[src/lps_pkg.sv]
package lps_pkg;

    localparam int HITS_W  = 6;
    localparam int POS_W   = 3;
    localparam int GAIN_W  = 16;
    localparam int BASE_W  = 10;
    localparam int OLIM_W  = 8;
    localparam int ILIM_W  = 7;
    localparam int IWIN_W  = 8;
    localparam int ISUM_W  = 8;
    localparam int ERR_W   = 4;
    localparam int DERR_W  = 5;
    localparam int MULB_W  = 9;
    localparam int PROD_W  = GAIN_W + MULB_W;
    localparam int ACC_W   = 26;
    localparam int DRIVE_W = 20;
    localparam int CORR_W  = 17;
    localparam int CFG_IDX_W  = 3;
    localparam int CFG_DATA_W = 16;

    localparam logic [CFG_IDX_W-1:0] REG_GAIN_P   = 3'd0;
    localparam logic [CFG_IDX_W-1:0] REG_GAIN_I   = 3'd1;
    localparam logic [CFG_IDX_W-1:0] REG_GAIN_D   = 3'd2;
    localparam logic [CFG_IDX_W-1:0] REG_TARGET   = 3'd3;
    localparam logic [CFG_IDX_W-1:0] REG_BASE     = 3'd4;
    localparam logic [CFG_IDX_W-1:0] REG_OUT_LIM  = 3'd5;
    localparam logic [CFG_IDX_W-1:0] REG_INT_LIM  = 3'd6;
    localparam logic [CFG_IDX_W-1:0] REG_INT_WIN  = 3'd7;

    localparam logic [GAIN_W-1:0] RST_GAIN_P  = 16'd0;
    localparam logic [GAIN_W-1:0] RST_GAIN_I  = 16'd512;
    localparam logic [GAIN_W-1:0] RST_GAIN_D  = 16'd26;
    localparam logic [POS_W-1:0]  RST_TARGET  = 3'd3;
    localparam logic [BASE_W-1:0] RST_BASE    = 10'd300;
    localparam logic [OLIM_W-1:0] RST_OUT_LIM = 8'd120;
    localparam logic [ILIM_W-1:0] RST_INT_LIM = 7'd50;
    localparam logic [IWIN_W-1:0] RST_INT_WIN = 8'd100;

    typedef enum logic [2:0] {
        ST_IDLE,
        ST_POS,
        ST_MUL_P,
        ST_MUL_I,
        ST_MUL_D,
        ST_ACC,
        ST_FIN
    } t_state;

    typedef enum logic [1:0] {
        MUL_P,
        MUL_I,
        MUL_D
    } t_mul_sel;

    typedef struct packed {
        logic     load;
        logic     step_pos;
        logic     mul_en;
        t_mul_sel mul_sel;
        logic     acc_en;
        logic     finish;
    } t_cmd;

    typedef struct packed {
        logic out_busy;
    } t_stat;

    // truncated mean of set-bit weights (bit i weighs i+1); 0 when empty
    function automatic logic [POS_W-1:0] line_pos(input logic [HITS_W-1:0] hits);
        logic [2:0]       cnt;
        logic [4:0]       wsum;
        logic [POS_W-1:0] pos;
        logic [5:0]       prod;
        cnt  = '0;
        wsum = '0;
        pos  = '0;
        for (int i = 0; i < HITS_W; i++) begin
            if (hits[i]) begin
                cnt  = cnt + 3'd1;
                wsum = wsum + 5'(i + 1);
            end
        end
        if (cnt != 3'd0) begin
            for (int p = 1; p <= HITS_W; p++) begin
                prod = 6'(p) * {3'b0, cnt};
                if (prod <= {1'b0, wsum})
                    pos = POS_W'(p);
            end
        end
        return pos;
    endfunction

endpackage

[src/lps_in_if.sv]
interface lps_in_if;
    logic                          valid;
    logic                          ready;
    logic [lps_pkg::HITS_W-1:0]    line_hits;

    modport source (output valid, output line_hits, input ready);
    modport sink   (input valid, input line_hits, output ready);
endinterface

[src/lps_out_if.sv]
interface lps_out_if;
    logic                                valid;
    logic                                ready;
    logic signed [lps_pkg::DRIVE_W-1:0]  drive_left;
    logic signed [lps_pkg::DRIVE_W-1:0]  drive_right;
    logic signed [lps_pkg::CORR_W-1:0]   correction;
    logic [lps_pkg::POS_W-1:0]           line_position;

    modport source (output valid, output drive_left, output drive_right,
                    output correction, output line_position, input ready);
    modport sink   (input valid, input drive_left, input drive_right,
                    input correction, input line_position, output ready);
endinterface

[src/lps_ctrl.sv]
module lps_ctrl (
    input  logic          i_clk,
    input  logic          i_rst_n,
    input  logic          i_in_valid,
    output logic          o_in_ready,
    input  lps_pkg::t_stat i_stat,
    output lps_pkg::t_cmd  o_cmd
);
    import lps_pkg::*;

    t_state r_state;
    t_state n_state;

    always_ff @(posedge i_clk) begin
        if (!i_rst_n) begin
            r_state <= ST_IDLE;
        end else begin
            r_state <= n_state;
        end
    end

    always_comb begin
        n_state    = r_state;
        o_in_ready = 1'b0;
        o_cmd      = '0;
        o_cmd.mul_sel = MUL_P;
        unique case (r_state)
            ST_IDLE: begin
                o_in_ready = 1'b1;
                if (i_in_valid) begin
                    o_cmd.load = 1'b1;
                    n_state    = ST_POS;
                end
            end
            ST_POS: begin
                o_cmd.step_pos = 1'b1;
                n_state        = ST_MUL_P;
            end
            ST_MUL_P: begin
                o_cmd.mul_en  = 1'b1;
                o_cmd.mul_sel = MUL_P;
                n_state       = ST_MUL_I;
            end
            ST_MUL_I: begin
                o_cmd.mul_en  = 1'b1;
                o_cmd.mul_sel = MUL_I;
                o_cmd.acc_en  = 1'b1;
                n_state       = ST_MUL_D;
            end
            ST_MUL_D: begin
                o_cmd.mul_en  = 1'b1;
                o_cmd.mul_sel = MUL_D;
                o_cmd.acc_en  = 1'b1;
                n_state       = ST_ACC;
            end
            ST_ACC: begin
                o_cmd.acc_en = 1'b1;
                n_state      = ST_FIN;
            end
            ST_FIN: begin
                // wait for the output register to free up
                if (!i_stat.out_busy) begin
                    o_cmd.finish = 1'b1;
                    n_state      = ST_IDLE;
                end
            end
            default: n_state = ST_IDLE;
        endcase
    end

endmodule

[src/lps_dp.sv]
module lps_dp (
    input  logic                                 i_clk,
    input  logic                                 i_rst_n,
    input  logic                                 i_cfg_we,
    input  logic [lps_pkg::CFG_IDX_W-1:0]        i_cfg_idx,
    input  logic [lps_pkg::CFG_DATA_W-1:0]       i_cfg_data,
    input  lps_pkg::t_cmd                        i_cmd,
    output lps_pkg::t_stat                       o_stat,
    input  logic [lps_pkg::HITS_W-1:0]           i_line_hits,
    output logic                                 o_out_valid,
    input  logic                                 i_out_ready,
    output logic signed [lps_pkg::DRIVE_W-1:0]   o_drive_left,
    output logic signed [lps_pkg::DRIVE_W-1:0]   o_drive_right,
    output logic signed [lps_pkg::CORR_W-1:0]    o_correction,
    output logic [lps_pkg::POS_W-1:0]            o_line_position
);
    import lps_pkg::*;

    // configuration
    logic signed [GAIN_W-1:0] r_gain_p, r_gain_i, r_gain_d;
    logic [POS_W-1:0]         r_target;
    logic [BASE_W-1:0]        r_base;
    logic [OLIM_W-1:0]        r_olim;
    logic [ILIM_W-1:0]        r_ilim;
    logic [IWIN_W-1:0]        r_iwin;

    // loop state
    logic signed [ISUM_W-1:0] r_isum;
    logic signed [ERR_W-1:0]  r_perr;
    logic [POS_W-1:0]         r_held;

    // per-word working registers
    logic [HITS_W-1:0]        r_hits;
    logic [POS_W-1:0]         r_pos;
    logic signed [ERR_W-1:0]  r_err;
    logic signed [DERR_W-1:0] r_derr;
    logic signed [PROD_W-1:0] r_prod;
    logic signed [ACC_W-1:0]  r_acc;

    logic                      r_out_valid;
    logic signed [DRIVE_W-1:0] r_drive_left, r_drive_right;
    logic signed [CORR_W-1:0]  r_corr;
    logic [POS_W-1:0]          r_out_pos;

    logic [POS_W-1:0]          hits_pos;
    logic [POS_W-1:0]          n_pos;
    logic signed [ERR_W:0]     err_wide;
    logic signed [ERR_W-1:0]   n_err;
    logic signed [9:0]         err10;
    logic signed [9:0]         win10;
    logic                      in_window;
    logic signed [ISUM_W:0]    sum9;
    logic signed [ISUM_W:0]    lim9;
    logic signed [ISUM_W-1:0]  n_isum;
    logic signed [GAIN_W-1:0]  mul_a;
    logic signed [MULB_W-1:0]  mul_b;
    logic signed [PROD_W-1:0]  n_prod;
    logic signed [ACC_W-1:0]   n_acc;
    logic signed [ACC_W-1:0]   bound;
    logic signed [ACC_W-1:0]   acc_sat;
    logic signed [DRIVE_W-1:0] base20;
    logic signed [DRIVE_W-1:0] corr20;
    logic signed [DRIVE_W-1:0] n_left, n_right;

    always_ff @(posedge i_clk) begin
        if (!i_rst_n) begin
            r_gain_p <= RST_GAIN_P;
            r_gain_i <= RST_GAIN_I;
            r_gain_d <= RST_GAIN_D;
            r_target <= RST_TARGET;
            r_base   <= RST_BASE;
            r_olim   <= RST_OUT_LIM;
            r_ilim   <= RST_INT_LIM;
            r_iwin   <= RST_INT_WIN;
        end else if (i_cfg_we) begin
            unique case (i_cfg_idx)
                REG_GAIN_P:  r_gain_p <= i_cfg_data;
                REG_GAIN_I:  r_gain_i <= i_cfg_data;
                REG_GAIN_D:  r_gain_d <= i_cfg_data;
                REG_TARGET:  r_target <= i_cfg_data[POS_W-1:0];
                REG_BASE:    r_base   <= i_cfg_data[BASE_W-1:0];
                REG_OUT_LIM: r_olim   <= i_cfg_data[OLIM_W-1:0];
                REG_INT_LIM: r_ilim   <= i_cfg_data[ILIM_W-1:0];
                REG_INT_WIN: r_iwin   <= i_cfg_data[IWIN_W-1:0];
            endcase
        end
    end

    // position, error and integral update
    always_comb begin
        hits_pos  = line_pos(r_hits);
        n_pos     = (hits_pos != '0) ? hits_pos : r_held;
        err_wide  = $signed({2'b00, r_target}) - $signed({2'b00, n_pos});
        n_err     = err_wide[ERR_W-1:0];
        err10     = {{(10-ERR_W){n_err[ERR_W-1]}}, n_err};
        win10     = $signed({2'b00, r_iwin});
        in_window = (err10 > -win10) && (err10 < win10);
        sum9      = {r_isum[ISUM_W-1], r_isum} + {{(ISUM_W+1-ERR_W){n_err[ERR_W-1]}}, n_err};
        lim9      = $signed({2'b00, r_ilim});
        if (sum9 < -lim9)
            sum9 = -lim9;
        if (sum9 > lim9)
            sum9 = lim9;
        n_isum    = in_window ? sum9[ISUM_W-1:0] : r_isum;
    end

    // shared gain multiplier
    always_comb begin
        case (i_cmd.mul_sel)
            MUL_I: begin
                mul_a = r_gain_i;
                mul_b = {r_isum[ISUM_W-1], r_isum};
            end
            MUL_D: begin
                mul_a = r_gain_d;
                mul_b = {{(MULB_W-DERR_W){r_derr[DERR_W-1]}}, r_derr};
            end
            default: begin
                mul_a = r_gain_p;
                mul_b = {{(MULB_W-ERR_W){r_err[ERR_W-1]}}, r_err};
            end
        endcase
        n_prod = mul_a * mul_b;
        n_acc  = r_acc + {{(ACC_W-PROD_W){r_prod[PROD_W-1]}}, r_prod};
    end

    // saturation and drive split
    always_comb begin
        bound   = $signed({{(ACC_W-OLIM_W-8){1'b0}}, r_olim, 8'b0});
        acc_sat = r_acc;
        if (acc_sat < -bound)
            acc_sat = -bound;
        if (acc_sat > bound)
            acc_sat = bound;
        base20 = $signed({2'b00, r_base, 8'b0});
        corr20 = acc_sat[DRIVE_W-1:0];
        if (r_pos > r_target) begin
            n_left  = base20 - corr20;
            n_right = base20 + corr20;
        end else if (r_pos < r_target) begin
            n_left  = base20 + corr20;
            n_right = base20 - corr20;
        end else begin
            n_left  = base20 - corr20;
            n_right = base20 - corr20;
        end
    end

    always_ff @(posedge i_clk) begin
        if (!i_rst_n) begin
            r_isum <= '0;
            r_perr <= '0;
            r_held <= '0;
        end else if (i_cmd.step_pos) begin
            r_isum <= n_isum;
            r_perr <= n_err;
            r_held <= n_pos;
        end
    end

    always_ff @(posedge i_clk) begin
        if (i_cmd.load)
            r_hits <= i_line_hits;
        if (i_cmd.step_pos) begin
            r_pos  <= n_pos;
            r_err  <= n_err;
            r_derr <= {n_err[ERR_W-1], n_err} - {r_perr[ERR_W-1], r_perr};
            r_acc  <= '0;
        end else if (i_cmd.acc_en) begin
            r_acc  <= n_acc;
        end
        if (i_cmd.mul_en)
            r_prod <= n_prod;
        if (i_cmd.finish) begin
            r_drive_left  <= n_left;
            r_drive_right <= n_right;
            r_corr        <= acc_sat[CORR_W-1:0];
            r_out_pos     <= r_pos;
        end
    end

    always_ff @(posedge i_clk) begin
        if (!i_rst_n) begin
            r_out_valid <= 1'b0;
        end else if (i_cmd.finish) begin
            r_out_valid <= 1'b1;
        end else if (i_out_ready) begin
            r_out_valid <= 1'b0;
        end
    end

    assign o_stat.out_busy = r_out_valid && !i_out_ready;
    assign o_out_valid     = r_out_valid;
    assign o_drive_left    = r_drive_left;
    assign o_drive_right   = r_drive_right;
    assign o_correction    = r_corr;
    assign o_line_position = r_out_pos;

endmodule

[src/line_position_pid_steering_top.sv]
// Line-follower steering: each sensor word (six line-detect bits) yields one
// result word with left/right drive, the saturated PID correction and the
// line position used. A word passes these steps in order: accept,
// position/error/integral update, the three gain terms one after the other
// through a single shared 16x9 multiplier, accumulate, then saturate/split
// into the output register once it no longer holds an unaccepted result.
// The output register decouples the sides, so the next word is taken while a
// result still waits; a new word is taken only after the last one is done.
// Configuration registers are to be written by the user through the plain
// write port only while no word is in work; the block does not enforce this.
module line_position_pid_steering_top (
    input  logic                               i_clk,
    input  logic                               i_rst_n,
    input  logic                               i_cfg_we,
    input  logic [lps_pkg::CFG_IDX_W-1:0]      i_cfg_idx,
    input  logic [lps_pkg::CFG_DATA_W-1:0]     i_cfg_data,
    lps_in_if.sink                             i_line,
    lps_out_if.source                          o_drive
);
    import lps_pkg::*;

    t_cmd  cmd;
    t_stat stat;

    lps_ctrl u_ctrl (
        .i_clk      (i_clk),
        .i_rst_n    (i_rst_n),
        .i_in_valid (i_line.valid),
        .o_in_ready (i_line.ready),
        .i_stat     (stat),
        .o_cmd      (cmd)
    );

    lps_dp u_dp (
        .i_clk           (i_clk),
        .i_rst_n         (i_rst_n),
        .i_cfg_we        (i_cfg_we),
        .i_cfg_idx       (i_cfg_idx),
        .i_cfg_data      (i_cfg_data),
        .i_cmd           (cmd),
        .o_stat          (stat),
        .i_line_hits     (i_line.line_hits),
        .o_out_valid     (o_drive.valid),
        .i_out_ready     (o_drive.ready),
        .o_drive_left    (o_drive.drive_left),
        .o_drive_right   (o_drive.drive_right),
        .o_correction    (o_drive.correction),
        .o_line_position (o_drive.line_position)
    );

endmodule

[src/flat_wrapper.sv]
// flat-port wrapper written by rule: the top's interface ports become plain ports
module line_position_pid_steering_top_flat import lps_pkg::*;
  (i_clk, i_rst_n, i_cfg_we, i_cfg_idx, i_cfg_data, i_line_valid, i_line_line_hits, i_line_ready, o_drive_valid, o_drive_drive_left, o_drive_drive_right, o_drive_correction, o_drive_line_position, o_drive_ready);
  lps_in_if i_line_i ();
  lps_out_if o_drive_i ();
  input  logic i_clk;
  input  logic i_rst_n;
  input  logic i_cfg_we;
  input  logic [lps_pkg::CFG_IDX_W-1:0] i_cfg_idx;
  input  logic [lps_pkg::CFG_DATA_W-1:0] i_cfg_data;
  input wire logic [$bits(i_line_i.valid)-1:0] i_line_valid;
  input wire logic [$bits(i_line_i.line_hits)-1:0] i_line_line_hits;
  output wire logic [$bits(i_line_i.ready)-1:0] i_line_ready;
  output wire logic [$bits(o_drive_i.valid)-1:0] o_drive_valid;
  output wire logic [$bits(o_drive_i.drive_left)-1:0] o_drive_drive_left;
  output wire logic [$bits(o_drive_i.drive_right)-1:0] o_drive_drive_right;
  output wire logic [$bits(o_drive_i.correction)-1:0] o_drive_correction;
  output wire logic [$bits(o_drive_i.line_position)-1:0] o_drive_line_position;
  input wire logic [$bits(o_drive_i.ready)-1:0] o_drive_ready;
  assign i_line_i.valid = i_line_valid;
  assign i_line_i.line_hits = i_line_line_hits;
  assign i_line_ready = i_line_i.ready;
  assign o_drive_valid = o_drive_i.valid;
  assign o_drive_drive_left = o_drive_i.drive_left;
  assign o_drive_drive_right = o_drive_i.drive_right;
  assign o_drive_correction = o_drive_i.correction;
  assign o_drive_line_position = o_drive_i.line_position;
  assign o_drive_i.ready = o_drive_ready;
  line_position_pid_steering_top u_core (.i_clk(i_clk), .i_rst_n(i_rst_n), .i_cfg_we(i_cfg_we), .i_cfg_idx(i_cfg_idx), .i_cfg_data(i_cfg_data), .i_line(i_line_i), .o_drive(o_drive_i));
endmodule
[config.mk]
export PLATFORM = sky130hd
export DESIGN_NAME = line_position_pid_steering_top_flat
export DESIGN_NICKNAME = d
export VERILOG_FILES = /design/src/lps_pkg.sv /design/src/lps_in_if.sv /design/src/lps_out_if.sv /design/src/lps_ctrl.sv /design/src/lps_dp.sv /design/src/line_position_pid_steering_top.sv /design/src/flat_wrapper.sv
export SDC_FILE = /design/constraint.sdc
export NUM_CORES = 1
export LEC_CHECK = 0
export BUFFER_PORTS_ARGS = -buffer_cell sky130_fd_sc_hd__buf_2
export CORE_MARGIN = 4
export CORE_UTILIZATION = 40
export DETAILED_ROUTE_END_ITERATION = 10
export SETUP_SLACK_MARGIN = 0.2
export SLEW_MARGIN = 20
export SYNTH_ARGS = -nofsm -noshare
export SYNTH_HDL_FRONTEND = slang
export SYNTH_SLANG_ARGS = --single-unit
[constraint.sdc]
create_clock -name i_clk -period 16.3 [get_ports i_clk]
set_input_delay 0.815 -clock i_clk [delete_from_list [all_inputs] [get_ports i_clk]]
set_output_delay 0.815 -clock i_clk [all_outputs]
set_load 0.005 [all_outputs]
==> reports/qor.yml <==
grt:
  antenna_found_initial: 0
  grt_pass1_wl_um: 82200
  overflow: 0
  grt_max_degree: 73
  track_usage: 0.189
  grt_pass1_vias: 15864
sta:
  timing.fmax_mhz: 83.1
  post-route-period-util: 0.738
  finalSetupTns_ns: 0
  slew_violations: 0
  worst_pin_slew_ns: 1.07
  min_period_ns: 12.04
  finClkSkew_ns: 0.0176
  setup_violations: 0
  hold_viol_final: 0
  rsz0062_at_grt: "false"
  slew-limit-headroom: 0.279
route:
  ant_nets: 0
  wl_per_cell_um: 17.2
  wl_um: 49600
  via_per_inst: 5.40
  vias: 15589
  drt_iter0_markers: 915
  drc: 0
  dr.pass1.iters: 5
cts:
  post_cts_buffers: 0
  root_buffer: "clkbuf_16"
  clock_sinks: 230
  clkLatencyLatePin_ns: 0.57
  cts_buffers: 28
  cts-resized-gates: 0
  hold_buffers: 0
  cts_tree: "built"
  cts_buffer_depth: 3
  path_clk_slew_ns: 0.06
  h-tree-depth: 1
power:
  leakagePower_uw: 0.00960
  p_total_uw: 4340
  power.density_nw_per_um2: 202
  max-vdd-ir-drop_uv: 158
critical_path:
  path_max_fanout: 11
  crit_start: "u_core.u_dp.r_hits[0]"
  setup.worst_path.class: "reg -> reg"
  endpoint: "u_core.u_dp.r_isum[2]"
  crit_top_cell: "ha_1"
  slowest_delay_ns: 0.75
  slowest_stage: "xor2_1"
  reg2reg_slack_ns: 4.26
  reg2reg_from: "u_core.u_dp.r_hits[0]"
  r2r_end: "u_core.u_dp.r_isum[2]"
  cp.arrival_ns: 12.47
  r2r_cells: 50
  worst_ep_required_time_ns: 16.73
  critPathCaptureType: "flip-flop"
  crit_path_start_kind: "flip-flop"
floorplan:
  rows: 80
  io_pins: 92
  dieWidth_um: 228
  design.core.area_um2: 47800
  die-area_um2: 52200
  start_util: 0.406
  die_h_um: 228
job:
  maxCapViolations: 0
placement:
  finalWeightedCongestion: 0.894
  dpl.hpwl_um: 38000
  portBuffers: 91
yosys:
  yosys_most_used_dff: "dfxtp_1"
  synth_edf_count: 101
  synth-compound-area-share: 0.160
  async_flop_share: 0
  synth_simple_gate_area_frac: 0.169
  synth_cell_types: 81
  synthTopCellsByCount: "nand2_1, ha_1, inv_1"
  synth_warnings: 0
  syn_inst: 2190
  synth_most_common_cell: "nand2_1"
  synth_seq_area_share: 0.289
  synth_top_cell_by_area: "edfxtp_1"
  synth_xor_area_frac: 0.0491
  syn_avg_cell_area_um2: 8.87
  synth_top_family_by_area: "adder cells"
  ys_ff_latch: 230
  syn_nets: 2555
  yosys-top-cells-area: "edfxtp_1, ha_1, dfxtp_1, fa_1, nand2_1"
  synth.mux.area_fraction: 0.0167
  synth_area_um2: 19400
  synth_top_area_share: 0.156
  synthAdderAreaFrac: 0.265
worst_hold_path:
  hold_path_depth: 1
  worstHoldStart: "i_line_line_hits[0]"
  hold_path_class: "in -> reg"
finish:
  syn_to_final_growth_pct: 10.3
  nNetsFinal: 2617
  diodes: 0
  num-fill-cells: 4683
  layout-drive-gt1-share: 0.0840
status:
  status: "finished, final reports clean"
cell usage in the layout (no fill, tap or decap), types with 35 or more instances in the layout:
cell type | Yosys | layout
edfxtp_1 | 101 | 101
a21oi_1 | 170 | 169
inv_1 | 185 | 184
nor2_1 | 154 | 154
nand3_1 | 42 | 42
nand2_1 | 388 | 388
buf_2 | 2 | 91
ha_1 | 208 | 208
xnor2_1 | 74 | 74
dfxtp_1 | 129 | 129
o21ai_0 | 74 | 74
o21a_1 | 35 | 35
fa_1 | 127 | 127
how the worst min path moves through the flow:
| stage | end | slack, ns |
|---|---|---|
| 2_1_floorplan | u_core.u_dp.o_line_position[0] | 0.43 |
| 3_5_place_dp | u_core.u_dp.r_gain_p[10] | 0.44 |
| 5_1_grt | u_core.u_dp.r_hits[5] | 0.39 |
| 4_1_cts | u_core.u_dp.r_hits[0] | 0.39 |
| 6_report | u_core.u_dp.r_hits[0] | 0.42 |
| 3_3_place_gp | u_core.u_dp.r_gain_p[7] | 0.44 |
critical path: cells and delay by family, from the launching register on:
family | cells | cell delay, ns
AO/OA/AOI/OAI | 19 | 3.73
XOR/XNOR | 5 | 1.87
adder cells (fa/ha/maj) | 11 | 3.44
buffers and inverters | 4 | 0.31
flip-flops | 1 | 0.43
multiplexers | 4 | 1.26
AND/OR/NAND/NOR | 7 | 0.87
sequential cells by signal (all words and copies together) (netlist names), 16 cells and up:
signal                     flops
u_core.u_dp.o_drive_right     19
u_core.u_dp.r_gain_p          16
u_core.u_dp.o_drive_left      20
u_core.u_dp.r_gain_d          16
u_core.u_dp.r_prod            25
u_core.u_dp.r_gain_i          16
u_core.u_dp.r_acc             26
u_core.u_dp.o_correction      16
layout make-up:
class                           count  area, um2  area share
Multi-Input combinational cell   1697      12900       0.600
Timing Repair Buffer              109        591      0.0275
Tap cell                          615        769      0.0359
Clock buffer                       30        708      0.0330
Inverter                          186        698      0.0326
Clock inverter                     22        196     0.00916
Sequential cell                   230       5620       0.262
report_power, final:
group	switching (uW)	leakage [uW]	total, uW	internal (uW)
registers	67.1	0.00196	831	764
clock network	249	0.000444	610	361
logic	1660	0.00719	2900	1230
total	1980	0.00960	4340	2360
per-layer routing:
metal | share of wire | up-vias | global-route usage
met5 | 0 | - | 0
met4 | 0.030 | 0 | 0.0538
met3 | 0.045 | 75 | 0.0232
met2 | 0.48 | 360 | 0.329
met1 | 0.45 | 7472 | 0.249
li1 | - | 7682 | -
logic make-up after synthesis:
kind of cell / Yosys count
XOR/XNOR: 108
multiplexers: 31
buffers and inverters: 263
AND/OR/NAND/NOR: 751
AO/OA/AOI/OAI: 471
flip-flops: 230
adder cells (fa/ha/maj): 336
through the flow:
| stage | util | worst slack [ns] | cell area, um2 | hold WS, ns | instances |
|---|---|---|---|---|---|
| finish | 0.448 | 4.26 | 21400 | 0.416 | 2889 |
| CTS | 0.448 | 4.36 | 21400 | 0.386 | 2889 |
| detailed placement | 0.429 | 4.42 | 20500 | 0.444 | 2837 |
| floorplan | - | 5.19 | 19400 | 0.426 | 2190 |
| global route | 0.448 | 3.51 | 21400 | 0.394 | 2889 |
| global placement | 0.429 | 4.78 | 20500 | 0.438 | 2837 |
Note: power is estimated with default switching activity, not from simulation.
